[config.mk]
export PLATFORM = sky130hd
export DESIGN_NAME = string_repr_escaper_unit_flat
export DESIGN_NICKNAME = d
export VERILOG_FILES = /design/src/hdl/sre_pkg.sv /design/src/hdl/sre_if.sv /design/src/hdl/sre_store.sv /design/src/hdl/sre_encode.sv /design/src/hdl/string_repr_escaper_unit.sv /design/src/flat_wrapper.sv
export VERILOG_INCLUDE_DIRS = /design/src /design/src/hdl
export SDC_FILE = /design/constraint.sdc
export NUM_CORES = 1
export LEC_CHECK = 0
export BUFFER_PORTS_ARGS = -buffer_cell sky130_fd_sc_hd__buf_2
export CAP_MARGIN = 40
export CORE_UTILIZATION = 30
export CTS_BUF_LIST = sky130_fd_sc_hd__clkbuf_8
export DETAILED_ROUTE_END_ITERATION = 10
export PLACE_DENSITY = 0.49
export SLEW_MARGIN = 20
export SYNTH_ARGS = -nofsm -noshare
export SYNTH_HDL_FRONTEND = slang
export SYNTH_SLANG_ARGS = --single-unit
[constraint.sdc]
create_clock -name clk -period 3.89 [get_ports clk]
set_input_delay 0.1945 -clock clk [delete_from_list [all_inputs] [get_ports clk]]
set_output_delay 0.1945 -clock clk [all_outputs]
set_load 0.05 [all_outputs]
[src/hdl/string_repr_escaper_unit_macros.svh]
`ifndef STRING_REPR_ESCAPER_UNIT_MACROS_SVH
`define STRING_REPR_ESCAPER_UNIT_MACROS_SVH

// same-cycle implication, checked on clk outside reset
`define SRE_ASSERT_NOW(lbl, ante, cons) \
    lbl: assert property (@(posedge clk) disable iff (!rst_n) (ante) |-> (cons)) \
        else $error("sre assertion failed");

// next-cycle implication, checked on clk outside reset
`define SRE_ASSERT_NEXT(lbl, ante, cons) \
    lbl: assert property (@(posedge clk) disable iff (!rst_n) (ante) |=> (cons)) \
        else $error("sre assertion failed");

`endif

[src/hdl/sre_pkg.sv]
`timescale 1ns / 1ps
`default_nettype none

package sre_pkg;

    localparam int MAX_LEN_DEFAULT = 62;

    localparam logic [7:0] CH_SQUOTE = 8'h27;
    localparam logic [7:0] CH_DQUOTE = 8'h22;
    localparam logic [7:0] CH_BSLASH = 8'h5c;
    localparam logic [7:0] CH_TAB    = 8'h09;
    localparam logic [7:0] CH_LF     = 8'h0a;
    localparam logic [7:0] CH_CR     = 8'h0d;
    localparam logic [7:0] CH_SPACE  = 8'h20;
    localparam logic [7:0] CH_DEL    = 8'h7f;
    localparam logic [7:0] CH_LOW_T  = 8'h74;
    localparam logic [7:0] CH_LOW_N  = 8'h6e;
    localparam logic [7:0] CH_LOW_R  = 8'h72;
    localparam logic [7:0] CH_LOW_X  = 8'h78;
    localparam logic [7:0] CH_ZERO   = 8'h30;
    localparam logic [7:0] CH_LOW_A  = 8'h61;

    localparam logic [2:0] CNT_ONE  = 3'd1;
    localparam logic [2:0] CNT_TWO  = 3'd2;
    localparam logic [2:0] CNT_FOUR = 3'd4;

    typedef enum logic [1:0] {
        ST_LOAD,
        ST_OPEN,
        ST_BODY,
        ST_CLOSE
    } sre_state_t;

    function automatic logic [7:0] hex_char(input logic [3:0] nib);
        logic [7:0] ext;
        ext = {4'd0, nib};
        if (nib < 4'd10)
        begin
            return CH_ZERO + ext;
        end
        return CH_LOW_A + ext - 8'd10;
    endfunction

endpackage

`default_nettype wire

[src/hdl/sre_if.sv]
`timescale 1ns / 1ps
`default_nettype none

interface sre_in_if;
    logic       valid;
    logic       ready;
    logic [7:0] data_byte;
    logic       has_byte;
    logic       last;

    modport source (output valid, output data_byte, output has_byte, output last,
                    input ready);
    modport sink   (input valid, input data_byte, input has_byte, input last,
                    output ready);
endinterface

interface sre_out_if;
    logic        valid;
    logic        ready;
    logic [31:0] out_chars;
    logic [2:0]  out_count;
    logic        out_last;
    logic        overflow;

    modport source (output valid, output out_chars, output out_count, output out_last,
                    output overflow, input ready);
    modport sink   (input valid, input out_chars, input out_count, input out_last,
                    input overflow, output ready);
endinterface

`default_nettype wire

[src/hdl/sre_store.sv]
`timescale 1ns / 1ps
`default_nettype none

module sre_store #(
    parameter int DEPTH = sre_pkg::MAX_LEN_DEFAULT,
    parameter int AW    = (DEPTH > 1) ? $clog2(DEPTH) : 1
) (
    input  wire logic          clk,
    input  wire logic          wr_en,
    input  wire logic [AW-1:0] wr_addr,
    input  wire logic [7:0]    wr_data,
    input  wire logic          rd_en,
    input  wire logic [AW-1:0] rd_addr,
    output logic      [7:0]    rd_data
);

    logic [7:0] mem [DEPTH];

    always_ff @(posedge clk)
    begin
        if (wr_en)
        begin
            mem[wr_addr] <= wr_data;
        end
    end

    always_ff @(posedge clk)
    begin
        if (rd_en)
        begin
            rd_data <= mem[rd_addr];
        end
    end

endmodule

`default_nettype wire

[src/hdl/sre_encode.sv]
`timescale 1ns / 1ps
`default_nettype none

module sre_encode (
    input  wire logic [7:0]  data,
    input  wire logic        quote_dq,
    output logic      [31:0] chars,
    output logic      [2:0]  count
);

    logic [7:0] quote;

    assign quote = quote_dq ? sre_pkg::CH_DQUOTE : sre_pkg::CH_SQUOTE;

    always_comb
    begin
        chars = {24'd0, data};
        count = sre_pkg::CNT_ONE;
        if (data == quote || data == sre_pkg::CH_BSLASH)
        begin
            chars = {16'd0, data, sre_pkg::CH_BSLASH};
            count = sre_pkg::CNT_TWO;
        end
        else if (data == sre_pkg::CH_TAB)
        begin
            chars = {16'd0, sre_pkg::CH_LOW_T, sre_pkg::CH_BSLASH};
            count = sre_pkg::CNT_TWO;
        end
        else if (data == sre_pkg::CH_LF)
        begin
            chars = {16'd0, sre_pkg::CH_LOW_N, sre_pkg::CH_BSLASH};
            count = sre_pkg::CNT_TWO;
        end
        else if (data == sre_pkg::CH_CR)
        begin
            chars = {16'd0, sre_pkg::CH_LOW_R, sre_pkg::CH_BSLASH};
            count = sre_pkg::CNT_TWO;
        end
        else if (data < sre_pkg::CH_SPACE || data >= sre_pkg::CH_DEL)
        begin
            chars = {sre_pkg::hex_char(data[3:0]), sre_pkg::hex_char(data[7:4]),
                     sre_pkg::CH_LOW_X, sre_pkg::CH_BSLASH};
            count = sre_pkg::CNT_FOUR;
        end
    end

endmodule

`default_nettype wire

[src/hdl/string_repr_escaper_unit.sv]
`timescale 1ns / 1ps
`default_nettype none
// channel  | role   | word
// bytes    | sink   | data_byte, has_byte, last
// escaped  | source | out_chars, out_count, out_last, overflow
//
// loading takes one word per cycle; an accepted byte is written to the store if it has room
// after the last word, output runs one escape unit per cycle while not stalled: open quote,
// one unit per stored byte, close quote, so fill + 2 results in all
// the store read is registered and is issued ahead of each unit
// rst_n clears the fill count, quote flags, drop flag and the sequencer
// a stalled output holds the sequencer and the pending store read

`include "string_repr_escaper_unit_macros.svh"

module string_repr_escaper_unit #(
    parameter int MAX_LEN = sre_pkg::MAX_LEN_DEFAULT
) (
    input wire logic clk,
    input wire logic rst_n,
    sre_in_if.sink    bytes,
    sre_out_if.source escaped
);

    localparam int CW = $clog2(MAX_LEN + 1);
    localparam int AW = (MAX_LEN > 1) ? $clog2(MAX_LEN) : 1;
    localparam logic [CW-1:0] FULL = CW'(MAX_LEN);

    sre_pkg::sre_state_t state_reg, state_next;

    logic [CW-1:0] fill_reg, fill_next;
    logic [CW-1:0] idx_reg, idx_next;
    logic          saw_sq_reg, saw_sq_next;
    logic          saw_dq_reg, saw_dq_next;
    logic          drop_reg, drop_next;

    logic          out_valid_reg, out_valid_next;
    logic [31:0]   out_chars_reg, out_chars_next;
    logic [2:0]    out_count_reg, out_count_next;
    logic          out_last_reg, out_last_next;
    logic          out_ovf_reg, out_ovf_next;

    logic          accept;
    logic          slot_free;
    logic          store_byte;
    logic          wr_en;
    logic          rd_en;
    logic [AW-1:0] rd_addr;
    logic [7:0]    rd_data;
    logic          quote_dq;
    logic [7:0]    quote;
    logic [31:0]   enc_chars;
    logic [2:0]    enc_count;
    logic [CW-1:0] idx_inc;

    assign accept     = bytes.valid && bytes.ready;
    assign slot_free  = !out_valid_reg || escaped.ready;
    assign store_byte = accept && bytes.has_byte && (fill_reg < FULL);
    assign wr_en      = store_byte;
    assign quote_dq   = saw_sq_reg && !saw_dq_reg;
    assign quote      = quote_dq ? sre_pkg::CH_DQUOTE : sre_pkg::CH_SQUOTE;
    assign idx_inc    = idx_reg + CW'(1);

    sre_store #(
        .DEPTH (MAX_LEN),
        .AW    (AW)
    ) u_store (
        .clk     (clk),
        .wr_en   (wr_en),
        .wr_addr (fill_reg[AW-1:0]),
        .wr_data (bytes.data_byte),
        .rd_en   (rd_en),
        .rd_addr (rd_addr),
        .rd_data (rd_data)
    );

    sre_encode u_encode (
        .data     (rd_data),
        .quote_dq (quote_dq),
        .chars    (enc_chars),
        .count    (enc_count)
    );

    always_comb
    begin
        state_next = state_reg;
        case (state_reg)
            sre_pkg::ST_LOAD:
            begin
                if (accept && bytes.last)
                begin
                    state_next = sre_pkg::ST_OPEN;
                end
            end
            sre_pkg::ST_OPEN:
            begin
                if (slot_free)
                begin
                    state_next = (fill_reg == '0) ? sre_pkg::ST_CLOSE : sre_pkg::ST_BODY;
                end
            end
            sre_pkg::ST_BODY:
            begin
                if (slot_free && idx_inc == fill_reg)
                begin
                    state_next = sre_pkg::ST_CLOSE;
                end
            end
            sre_pkg::ST_CLOSE:
            begin
                if (slot_free)
                begin
                    state_next = sre_pkg::ST_LOAD;
                end
            end
            default:
            begin
                state_next = sre_pkg::ST_LOAD;
            end
        endcase
    end

    always_comb
    begin
        bytes.ready    = 1'b0;
        fill_next      = fill_reg;
        idx_next       = idx_reg;
        saw_sq_next    = saw_sq_reg;
        saw_dq_next    = saw_dq_reg;
        drop_next      = drop_reg;
        rd_en          = 1'b0;
        rd_addr        = idx_reg[AW-1:0];
        out_valid_next = out_valid_reg && !escaped.ready;
        out_chars_next = out_chars_reg;
        out_count_next = out_count_reg;
        out_last_next  = out_last_reg;
        out_ovf_next   = out_ovf_reg;
        case (state_reg)
            sre_pkg::ST_LOAD:
            begin
                bytes.ready = 1'b1;
                if (store_byte)
                begin
                    fill_next = fill_reg + CW'(1);
                    if (bytes.data_byte == sre_pkg::CH_SQUOTE)
                    begin
                        saw_sq_next = 1'b1;
                    end
                    if (bytes.data_byte == sre_pkg::CH_DQUOTE)
                    begin
                        saw_dq_next = 1'b1;
                    end
                end
                else if (accept && bytes.has_byte)
                begin
                    drop_next = 1'b1;
                end
            end
            sre_pkg::ST_OPEN:
            begin
                if (slot_free)
                begin
                    out_valid_next = 1'b1;
                    out_chars_next = {24'd0, quote};
                    out_count_next = sre_pkg::CNT_ONE;
                    out_last_next  = 1'b0;
                    out_ovf_next   = drop_reg;
                    idx_next       = '0;
                    rd_en          = (fill_reg != '0);
                    rd_addr        = '0;
                end
            end
            sre_pkg::ST_BODY:
            begin
                if (slot_free)
                begin
                    out_valid_next = 1'b1;
                    out_chars_next = enc_chars;
                    out_count_next = enc_count;
                    out_last_next  = 1'b0;
                    out_ovf_next   = drop_reg;
                    idx_next       = idx_inc;
                    rd_en          = (idx_inc != fill_reg);
                    rd_addr        = idx_inc[AW-1:0];
                end
            end
            sre_pkg::ST_CLOSE:
            begin
                if (slot_free)
                begin
                    out_valid_next = 1'b1;
                    out_chars_next = {24'd0, quote};
                    out_count_next = sre_pkg::CNT_ONE;
                    out_last_next  = 1'b1;
                    out_ovf_next   = drop_reg;
                    fill_next      = '0;
                    saw_sq_next    = 1'b0;
                    saw_dq_next    = 1'b0;
                    drop_next      = 1'b0;
                end
            end
            default:
            begin
                bytes.ready = 1'b0;
            end
        endcase
    end

    always_ff @(posedge clk or negedge rst_n)
    begin
        if (!rst_n)
        begin
            state_reg     <= sre_pkg::ST_LOAD;
            fill_reg      <= '0;
            idx_reg       <= '0;
            saw_sq_reg    <= 1'b0;
            saw_dq_reg    <= 1'b0;
            drop_reg      <= 1'b0;
            out_valid_reg <= 1'b0;
        end
        else
        begin
            state_reg     <= state_next;
            fill_reg      <= fill_next;
            idx_reg       <= idx_next;
            saw_sq_reg    <= saw_sq_next;
            saw_dq_reg    <= saw_dq_next;
            drop_reg      <= drop_next;
            out_valid_reg <= out_valid_next;
        end
    end

    always_ff @(posedge clk)
    begin
        out_chars_reg <= out_chars_next;
        out_count_reg <= out_count_next;
        out_last_reg  <= out_last_next;
        out_ovf_reg   <= out_ovf_next;
    end

    assign escaped.valid     = out_valid_reg;
    assign escaped.out_chars = out_chars_reg;
    assign escaped.out_count = out_count_reg;
    assign escaped.out_last  = out_last_reg;
    assign escaped.overflow  = out_ovf_reg;

    `SRE_ASSERT_NOW(a_fill_bound, 1'b1, fill_reg <= FULL)
    `SRE_ASSERT_NOW(a_drop_full, drop_reg, fill_reg == FULL)
    `SRE_ASSERT_NOW(a_body_index, state_reg == sre_pkg::ST_BODY, idx_reg < fill_reg)
    `SRE_ASSERT_NEXT(a_last_opens, accept && bytes.last, state_reg == sre_pkg::ST_OPEN)

endmodule

`default_nettype wire

[src/flat_wrapper.sv]
// flat-port wrapper written by rule: the top's interface ports become plain ports
module string_repr_escaper_unit_flat 
#(
    parameter int MAX_LEN = sre_pkg::MAX_LEN_DEFAULT
)
  (clk, rst_n, bytes_valid, bytes_data_byte, bytes_has_byte, bytes_last, bytes_ready, escaped_valid, escaped_out_chars, escaped_out_count, escaped_out_last, escaped_overflow, escaped_ready);
  sre_in_if bytes_i ();
  sre_out_if escaped_i ();
  input wire logic clk;
  input wire logic rst_n;
  input wire logic [$bits(bytes_i.valid)-1:0] bytes_valid;
  input wire logic [$bits(bytes_i.data_byte)-1:0] bytes_data_byte;
  input wire logic [$bits(bytes_i.has_byte)-1:0] bytes_has_byte;
  input wire logic [$bits(bytes_i.last)-1:0] bytes_last;
  output wire logic [$bits(bytes_i.ready)-1:0] bytes_ready;
  output wire logic [$bits(escaped_i.valid)-1:0] escaped_valid;
  output wire logic [$bits(escaped_i.out_chars)-1:0] escaped_out_chars;
  output wire logic [$bits(escaped_i.out_count)-1:0] escaped_out_count;
  output wire logic [$bits(escaped_i.out_last)-1:0] escaped_out_last;
  output wire logic [$bits(escaped_i.overflow)-1:0] escaped_overflow;
  input wire logic [$bits(escaped_i.ready)-1:0] escaped_ready;
  assign bytes_i.valid = bytes_valid;
  assign bytes_i.data_byte = bytes_data_byte;
  assign bytes_i.has_byte = bytes_has_byte;
  assign bytes_i.last = bytes_last;
  assign bytes_ready = bytes_i.ready;
  assign escaped_valid = escaped_i.valid;
  assign escaped_out_chars = escaped_i.out_chars;
  assign escaped_out_count = escaped_i.out_count;
  assign escaped_out_last = escaped_i.out_last;
  assign escaped_overflow = escaped_i.overflow;
  assign escaped_i.ready = escaped_ready;
  string_repr_escaper_unit #(.MAX_LEN(MAX_LEN)) u_core (.clk(clk), .rst_n(rst_n), .bytes(bytes_i), .escaped(escaped_i));
endmodule
==> metrics.txt, run 1 <==
number of iterations in the first detailed-routing pass=5; largest net degree at the start of global routing=63; area of the core=0.0759 sq mm; Layout fillers=7239; Via Count=13100; placed wire-length estimate after detailed placement=40.4 mm; Slowest cell on crit path=or4_4; Total Nets Final=1639; clock buffer count from CTS=91; mean routed wirelength per cell=22.7 microns; count of buffers from port buffering=50; clock transition at the registers of the reported paths=60 ps; final hold vios=0; Clock Power Share=0.271; upper clock frequency limit=267 MHz; Distinct cells, synth=63; cell-internal power=0.0111 W; remaining global-route overflow=0; count of flip-flops with a built-in enable after synthesis=539; remaining max-slew budget at the tightest pin=0.415; number of design-rule violations left by the first detailed-router iteration=1220; I/O pin count=53; vias per cell=4.84; weighted congestion reported at the end of routability-driven placement=0.841; standard-cell rows=101; setup repair after global routing missed its margin=false; Fin Hold WS=92.7 ps; transition time of the tightest slew-check pin=876 ps; CTS tree=done; antenna violations before repair=1; vias in the first global route=13400; Clk Latency, worst-skew pair=710 ps; element type at the critical path start=flip-flop; placed inst area=0.0250 sq mm; area share of the largest cell type after synthesis=0.703; cell with the most instances on the worst path=inv_1; delay of the slowest critical-path stage=560 ps; CTS sink count=557; Comb pwr share=0.297; fraction of power spent switching nets=0.350; Setup Total Neg Slack=0 ps; area enclosed by the die boundary=0.0779 sq mm; maximum ir drop on the vdd rail=260 uV; Maximum Capacitance Violations=0; Syn Std Cell Area=0.0230 sq mm; synthesized area divided by synthesized cell count=16.2 sq um; first-pass GRT wire length=91.1 mm; layout-stage area growth over the synthesis result=16.3%; power dissipated by switching net loads=0.00596 W; DRC Markers=0; total setup violations reported at the end of the flow=0; sequential group share of total power=0.432; critical path cell sequence=inv_1, ha_2, inv_1, or4_4, nand2_2, buf_12, mux4_2, mux2i_1, o22ai_1, or4_1; initial core utilization=0.303; path class of the lowest-slack min-delay path=primary input to flip-flop; Synth async-reset ratio=0.0323; Clock Root Buffer=clkbuf_8; post-synthesis cell type with the largest combined area=edfxtp_1; category of the most critical setup path=flip-flop to flip-flop; summed area of non-filler cells in the final layout=0.0268 sq mm; leading register cell type out of synthesis=edfxtp_1; CTS HTree Levels=3; final-report max-slew violation count=0; Max clock buf depth=3; Leak=9.93 nW; result of the run=finished, final reports clean; category of the worst setup path capture point=flip-flop; cells after synthesis=1423; final setup skew=34.5 ps; fraction of layout cells with a size suffix above 1=0.210; Worst EP required=4310 ps; detailed-route wire length=61.6 mm; maximum fanout count along the critical path=33; Final Critical Period=3740 ps; cells taking the most area after synthesis=edfxtp_1 (70%), mux2i_1 (7.8%), mux4_2 (3.8%); period utilization=0.961; sequential cell area fraction in the yosys report=0.722; arrival time of data at the critical path endpoint=4160 ps; width of the die=279 microns; Seq. cell area=0.0166 sq mm; flops & latches, synth=557; Antenna Nets Post-Route=0; synth warn=0; total global routing track utilization=0.160; multi-input logic area=0.00595 sq mm; max reg flops=496; die outline height=279 microns; Power Density=637 mW/mm^2
[layout make-up]
type / count / share of cell area
clock buffer: 93 / 0.0478
tap: 1030 / 0.0481
clock inverter: 69 / 0.0122
antenna: 1 / 0.0000934
inverter: 21 / 0.00294
sequential: 557 / 0.621
multi-input combinational: 778 / 0.222
timing repair buffer: 158 / 0.0455
[stage by stage]
stage / power (W) / util / worst slack, ps / instances
finish: 0.0171 / 0.353 / 152 / 2707
global route: 0.0179 / 0.353 / 29.7 / 2707
CTS: 0.0172 / 0.352 / 57.5 / 2698
detailed placement: 0.0126 / 0.329 / 18.7 / 2528
global placement: 0.0125 / 0.329 / 68.1 / 2520
floorplan: 0.0109 / - / 660 / 1426
[placed cells by master (no fill, tap or decap), drive strengths merged, types with 8 or more instances in the layout]
master         n
edfxtp       539
mux2i        179
buf          150
nand2        128
nor2         116
clkbuf        93
inv           48
nand3         40
mux4          39
clkinv        37
mux2          32
a21oi         29
o21ai         24
o22ai         23
dfrtp         18
ha            18
and3          13
a31oi         11
xnor2         10
nand4         10
a221oi        10
nor3           9
dlygate4sd3    8
a211oi         8
[final timing paths]
check | slack (ps) | cells after the start | end | start
setup / recovery | 150 | 10 | u_core.u_store.rd_data[7] | u_core.state_reg[0]
hold / removal | 90 | 1 | u_core.u_store.mem[35][6] | bytes_data_byte[6]
setup reg to reg | 150 | 10 | u_core.u_store.rd_data[7] | u_core.state_reg[0]
hold reg to reg | 450 | 0 | u_core.escaped.overflow | u_core.drop_reg
max in group asynchronous | 3030 | 4 | u_core.fill_reg[5] | rst_n
min in group asynchronous | 410 | 3 | u_core.escaped.valid | rst_n
[cell families after synthesis]
group                      after synthesis  share of synthesized area
buffers and inverters                   91                     0.0205
and+or+nand+nor                        350                     0.0680
muxes                                  250                      0.132
AOI/OAI and AO/OA                      144                     0.0430
xor gates and xnor gates                12                    0.00456
DFF                                    557                      0.722
adders and majority gates               18                    0.00978
other                                    1                   0.000163
[synth_stat cells, types with 10 or more instances]
cell type / count
nand4_1: 10
inv_1: 19
buf_2: 23
xnor2_1: 10
a221oi_1: 10
o22ai_1: 23
mux2_2: 32
dfrtp_1: 18
and3_1: 13
mux4_2: 39
clkbuf_1: 23
o21ai_0: 23
a21oi_1: 29
edfxtp_1: 539
mux2i_1: 179
buf_4: 15
ha_1: 18
nand2_1: 126
nand3_1: 40
nor2_1: 114
a31oi_1: 11
[layer usage]
layer	track usage	routed length, microns	vias to the layer above
met5	0	0	-
met2	0.259	29000	415
li1	-	-	5890
met3	0.0279	3460	81
met1	0.215	27700	6708
met4	0.0565	1440	0
[critical path, delay by kind of cell, from the launching register on]
kind,cells,cell delay (ps)
mux,2,590
simple gates,3,1290
compound gates,1,210
fa+ha+maj,1,450
buf+inv,3,500
flops,1,380
[power by group through the flow]
| stage | registers [W] | clock network [W] | logic [W] |
|---|---|---|---|
| detailed placement | 0.00749 | 0 | 0.00506 |
| global placement | 0.00748 | 0 | 0.00503 |
| global route | 0.00740 | 0.00502 | 0.00543 |
| floorplan | 0.00795 | 0 | 0.00290 |
| finish | 0.00736 | 0.00463 | 0.00506 |
| CTS | 0.00736 | 0.00476 | 0.00509 |
[repair_timing]
item	CTS	global route
hold buffers	8	0
buffers inserted	0	0
endpoints found under the hold margin	70	0
resized for setup	1	1
setup endpoints to repair	1	3
Note: power is estimated with default switching activity, not from simulation.
==> run 2: changes to the inputs <==
Settings changed: SYNTH_HIERARCHICAL from default to 1.
==> run 2 against run 1 <==
  * Clock power up 5.0%
  * Power grew 15%
  * Maximum frequency is 2.4% higher
  * Critical path depth decreased by 1
  * Register-to-register slack improved by 90 ps
  * Combinational power is 49% higher
  * Flip-flop and latch count increased by 2
  * Global-route usage decreased by 0.97 points
  * Die area about the same
  * Largest cell class unchanged
  * Highest routed layer unchanged
==> metrics.txt, run 2 <==
result of the run=finished, final reports clean (unchanged); Max clock buf depth=3 (unchanged); first-pass GRT wire length=85.3 mm (was 91.1 mm); setup slack at placement=32.2 ps (was 18.7 ps); Setup Total Neg Slack=0 ps (unchanged); Power Density=721 mW/mm^2 (was 637 mW/mm^2); category of the worst setup path capture point=flip-flop (unchanged); remaining global-route overflow=0 (unchanged); flops & latches, synth=559 (was 557); clock buffer count from CTS=96 (was 91); mean routed wirelength per cell=22.6 microns (was 22.7 microns); final standard cell count with taps included and fillers excluded=2581 (was 2707); placed wire-length estimate after detailed placement=36.9 mm (was 40.4 mm); post-synthesis cell type with the largest combined area=edfxtp_1 (unchanged); layout-stage area growth over the synthesis result=18.4% (was 16.3%); sequential cell area fraction in the yosys report=0.725 (was 0.722); width of the die=279 microns (about the same); Via Count=12500 (was 13100); maximum ir drop on the vdd rail=760 uV (was 260 uV); commonest non-fill, non-tap cell in the layout=edfxtp_1 (unchanged); maximum fanout count along the critical path=16 (was 33); Clock Root Buffer=clkbuf_8 (unchanged); total global routing track utilization=0.150 (was 0.160); element type at the critical path start=flip-flop (unchanged); Clk Latency, worst-skew pair=720 ps (was 710 ps); standard-cell rows=101 (unchanged); area enclosed by the die boundary=0.0779 sq mm (about the same); upper clock frequency limit=274 MHz (was 267 MHz); number of iterations in the first detailed-routing pass=5 (unchanged); Fin Hold WS=57.1 ps (was 92.7 ps); total setup violations reported at the end of the flow=0 (unchanged); core occupancy in the finished layout=0.359 (was 0.353); cells taking the most area after synthesis=edfxtp_1 (71%), mux4_2 (11%), dfrtp_1 (2.0%) (was edfxtp_1 (70%), mux2i_1 (7.8%), mux4_2 (3.8%)); I/O pin count=53 (unchanged); cells after synthesis=1256 (was 1423); CTS HTree Levels=3 (unchanged); initial core utilization=0.303 (about the same); die outline height=279 microns (about the same); Total Nets Final=1509 (was 1639); count of buffers from port buffering=52 (was 50); final-report max-slew violation count=0 (unchanged); transition time of the tightest slew-check pin=848 ps (was 876 ps); arrival time of data at the critical path endpoint=4120 ps (was 4160 ps); Synth async-reset ratio=0.0322 (was 0.0323); count of flip-flops with a built-in enable after synthesis=541 (was 539); area of the core=0.0759 sq mm (unchanged); vias in the first global route=12700 (was 13400); count of placed standard cells including taps=2388 (was 2528); list of most frequent post-synthesis cells=edfxtp_1 (541), mux4_2 (114), nor2_1 (87) (was edfxtp_1 (539), mux2i_1 (179), nand2_1 (126)); vias per cell=4.85 (was 4.84); final setup skew=45.6 ps (was 34.5 ps); Worst EP required=4360 ps (was 4310 ps); Maximum Capacitance Violations=0 (unchanged); Syn Std Cell Area=0.0230 sq mm (about the same); synthesized area divided by synthesized cell count=18.3 sq um (was 16.2 sq um); path class of the lowest-slack min-delay path=primary input to flip-flop (unchanged); Leak=9.12 nW (was 9.93 nW); synth warn=6 (was 0); period utilization=0.939 (was 0.961); CTS tree=done (unchanged); setup slack after layout=238 ps (was 152 ps); remaining max-slew budget at the tightest pin=0.434 (was 0.415); Final Critical Period=3650 ps (was 3740 ps); most repeated cell in the gate-level netlist after synthesis=edfxtp_1 (unchanged); antenna violations before repair=2 (was 1); max reg flops=496 (unchanged); setup repair after global routing missed its margin=false (unchanged); detailed-route wire length=58.2 mm (was 61.6 mm); most frequent cells in the layout=edfxtp_1 (541), buf_4 (120), mux4_2 (114) (was edfxtp_1 (539), mux2i_1 (178), nand2_1 (126)); clock transition at the registers of the reported paths=60 ps (about the same); DRC Markers=0 (unchanged); Layout fillers=7137 (was 7239); Distinct cells, synth=80 (was 63); category of the most critical setup path=flip-flop to flip-flop (unchanged); number of design-rule violations left by the first detailed-router iteration=1133 (was 1220); leading register cell type out of synthesis=edfxtp_1 (unchanged); weighted congestion reported at the end of routability-driven placement=0.798 (was 0.841); final hold vios=0 (unchanged); Antenna Nets Post-Route=0 (unchanged); fraction of layout cells with a size suffix above 1=0.297 (was 0.210); CTS sink count=559 (was 557); largest net degree at the start of global routing=64 (was 63); area share of the largest cell type after synthesis=0.705 (was 0.703)
## run 2: power by group
part	internal, W	switching, W	total [W]
Combinational	0.00335	0.00418	0.00753
Sequential	0.00706	0.000207	0.00726
Clock	0.00246	0.00240	0.00486
Total	0.0129	0.00678	0.0197
## run 2: timing repair
action / 4_1_cts / 5_1_grt
resized for setup: 0 / 2
setup endpoints to repair: 0 / 1
hold buffers: 9 / 0
endpoints found under the hold margin: 34 / 0
setup buffers: 0 / 10
## run 2: logic make-up (layout without fill, tap and decap cells)
| family | count (synthesis) | count (layout) | synth area share |
|---|---|---|---|
| xor gates and xnor gates | 13 | 13 | 0.00494 |
| buffers and inverters | 96 | 387 | 0.0211 |
| AOI/OAI and AO/OA | 128 | 128 | 0.0403 |
| muxes | 170 | 170 | 0.136 |
| DFF | 559 | 559 | 0.725 |
| other | 1 | 5 | 0.000163 |
| and+or+nand+nor | 271 | 271 | 0.0621 |
| adders and majority gates | 18 | 18 | 0.00978 |
## run 2: path summary, 6_finish.rpt
path | from | to | slack [ps] | cells past startpoint
setup / recovery | u_core/state_reg[0] | u_core/u_store/rd_data[1] | 240 | 9
hold / removal | bytes_data_byte[6] | u_core/u_store/mem[10][6] | 60 | 1
setup reg to reg | u_core/state_reg[0] | u_core/u_store/rd_data[1] | 240 | 9
hold reg to reg | u_core/drop_reg | u_core/escaped.overflow | 480 | 0
max in group asynchronous | rst_n | u_core/idx_reg[2] | 3020 | 4
min in group asynchronous | rst_n | u_core/escaped.valid | 470 | 3
## run 2: final cells by class
class | instances | area [sq um] | share of cell area
Antenna cell | 1 | 2.50 | 0.0000918
Clock inverter | 75 | 414 | 0.0152
Inverter | 23 | 86.3 | 0.00317
Clock buffer | 96 | 1320 | 0.0485
Multi-Input combinational cell | 604 | 5950 | 0.218
Timing Repair Buffer | 193 | 1500 | 0.0550
Tap cell | 1030 | 1290 | 0.0473
Sequential cell | 559 | 16700 | 0.613
## run 2: worst max-delay path, cell delays in order (launching register included)
cell      delay (ps)
dfrtp_1          370
inv_1            120
ha_1             500
nand4_1          300
o21ai_4          440
buf_4            370
mux4_2           360
o22ai_1          400
o221ai_1         310
and3_1           260
## run 2: routing by layer
metal / share of wire / wire length [microns] / global-route usage / vias to the layer above
met1: 0.45 / 26500 / 0.207 / 6544
met4: 0.019 / 1090 / 0.0400 / 0
met3: 0.059 / 3450 / 0.0349 / 88
li1: - / - / - / 5496
met5: 0 / 0 / 0 / -
met2: 0.47 / 27200 / 0.237 / 381
## run 2: metrics by stage
step | total power, W | area, sq um
3_3_place_gp | 0.0147 | 25300
3_5_place_dp | 0.0148 | 25300
6_report | 0.0197 | 27300
4_1_cts | 0.0197 | 27100
5_1_grt | 0.0207 | 27300
2_1_floorplan | 0.0127 | 23000
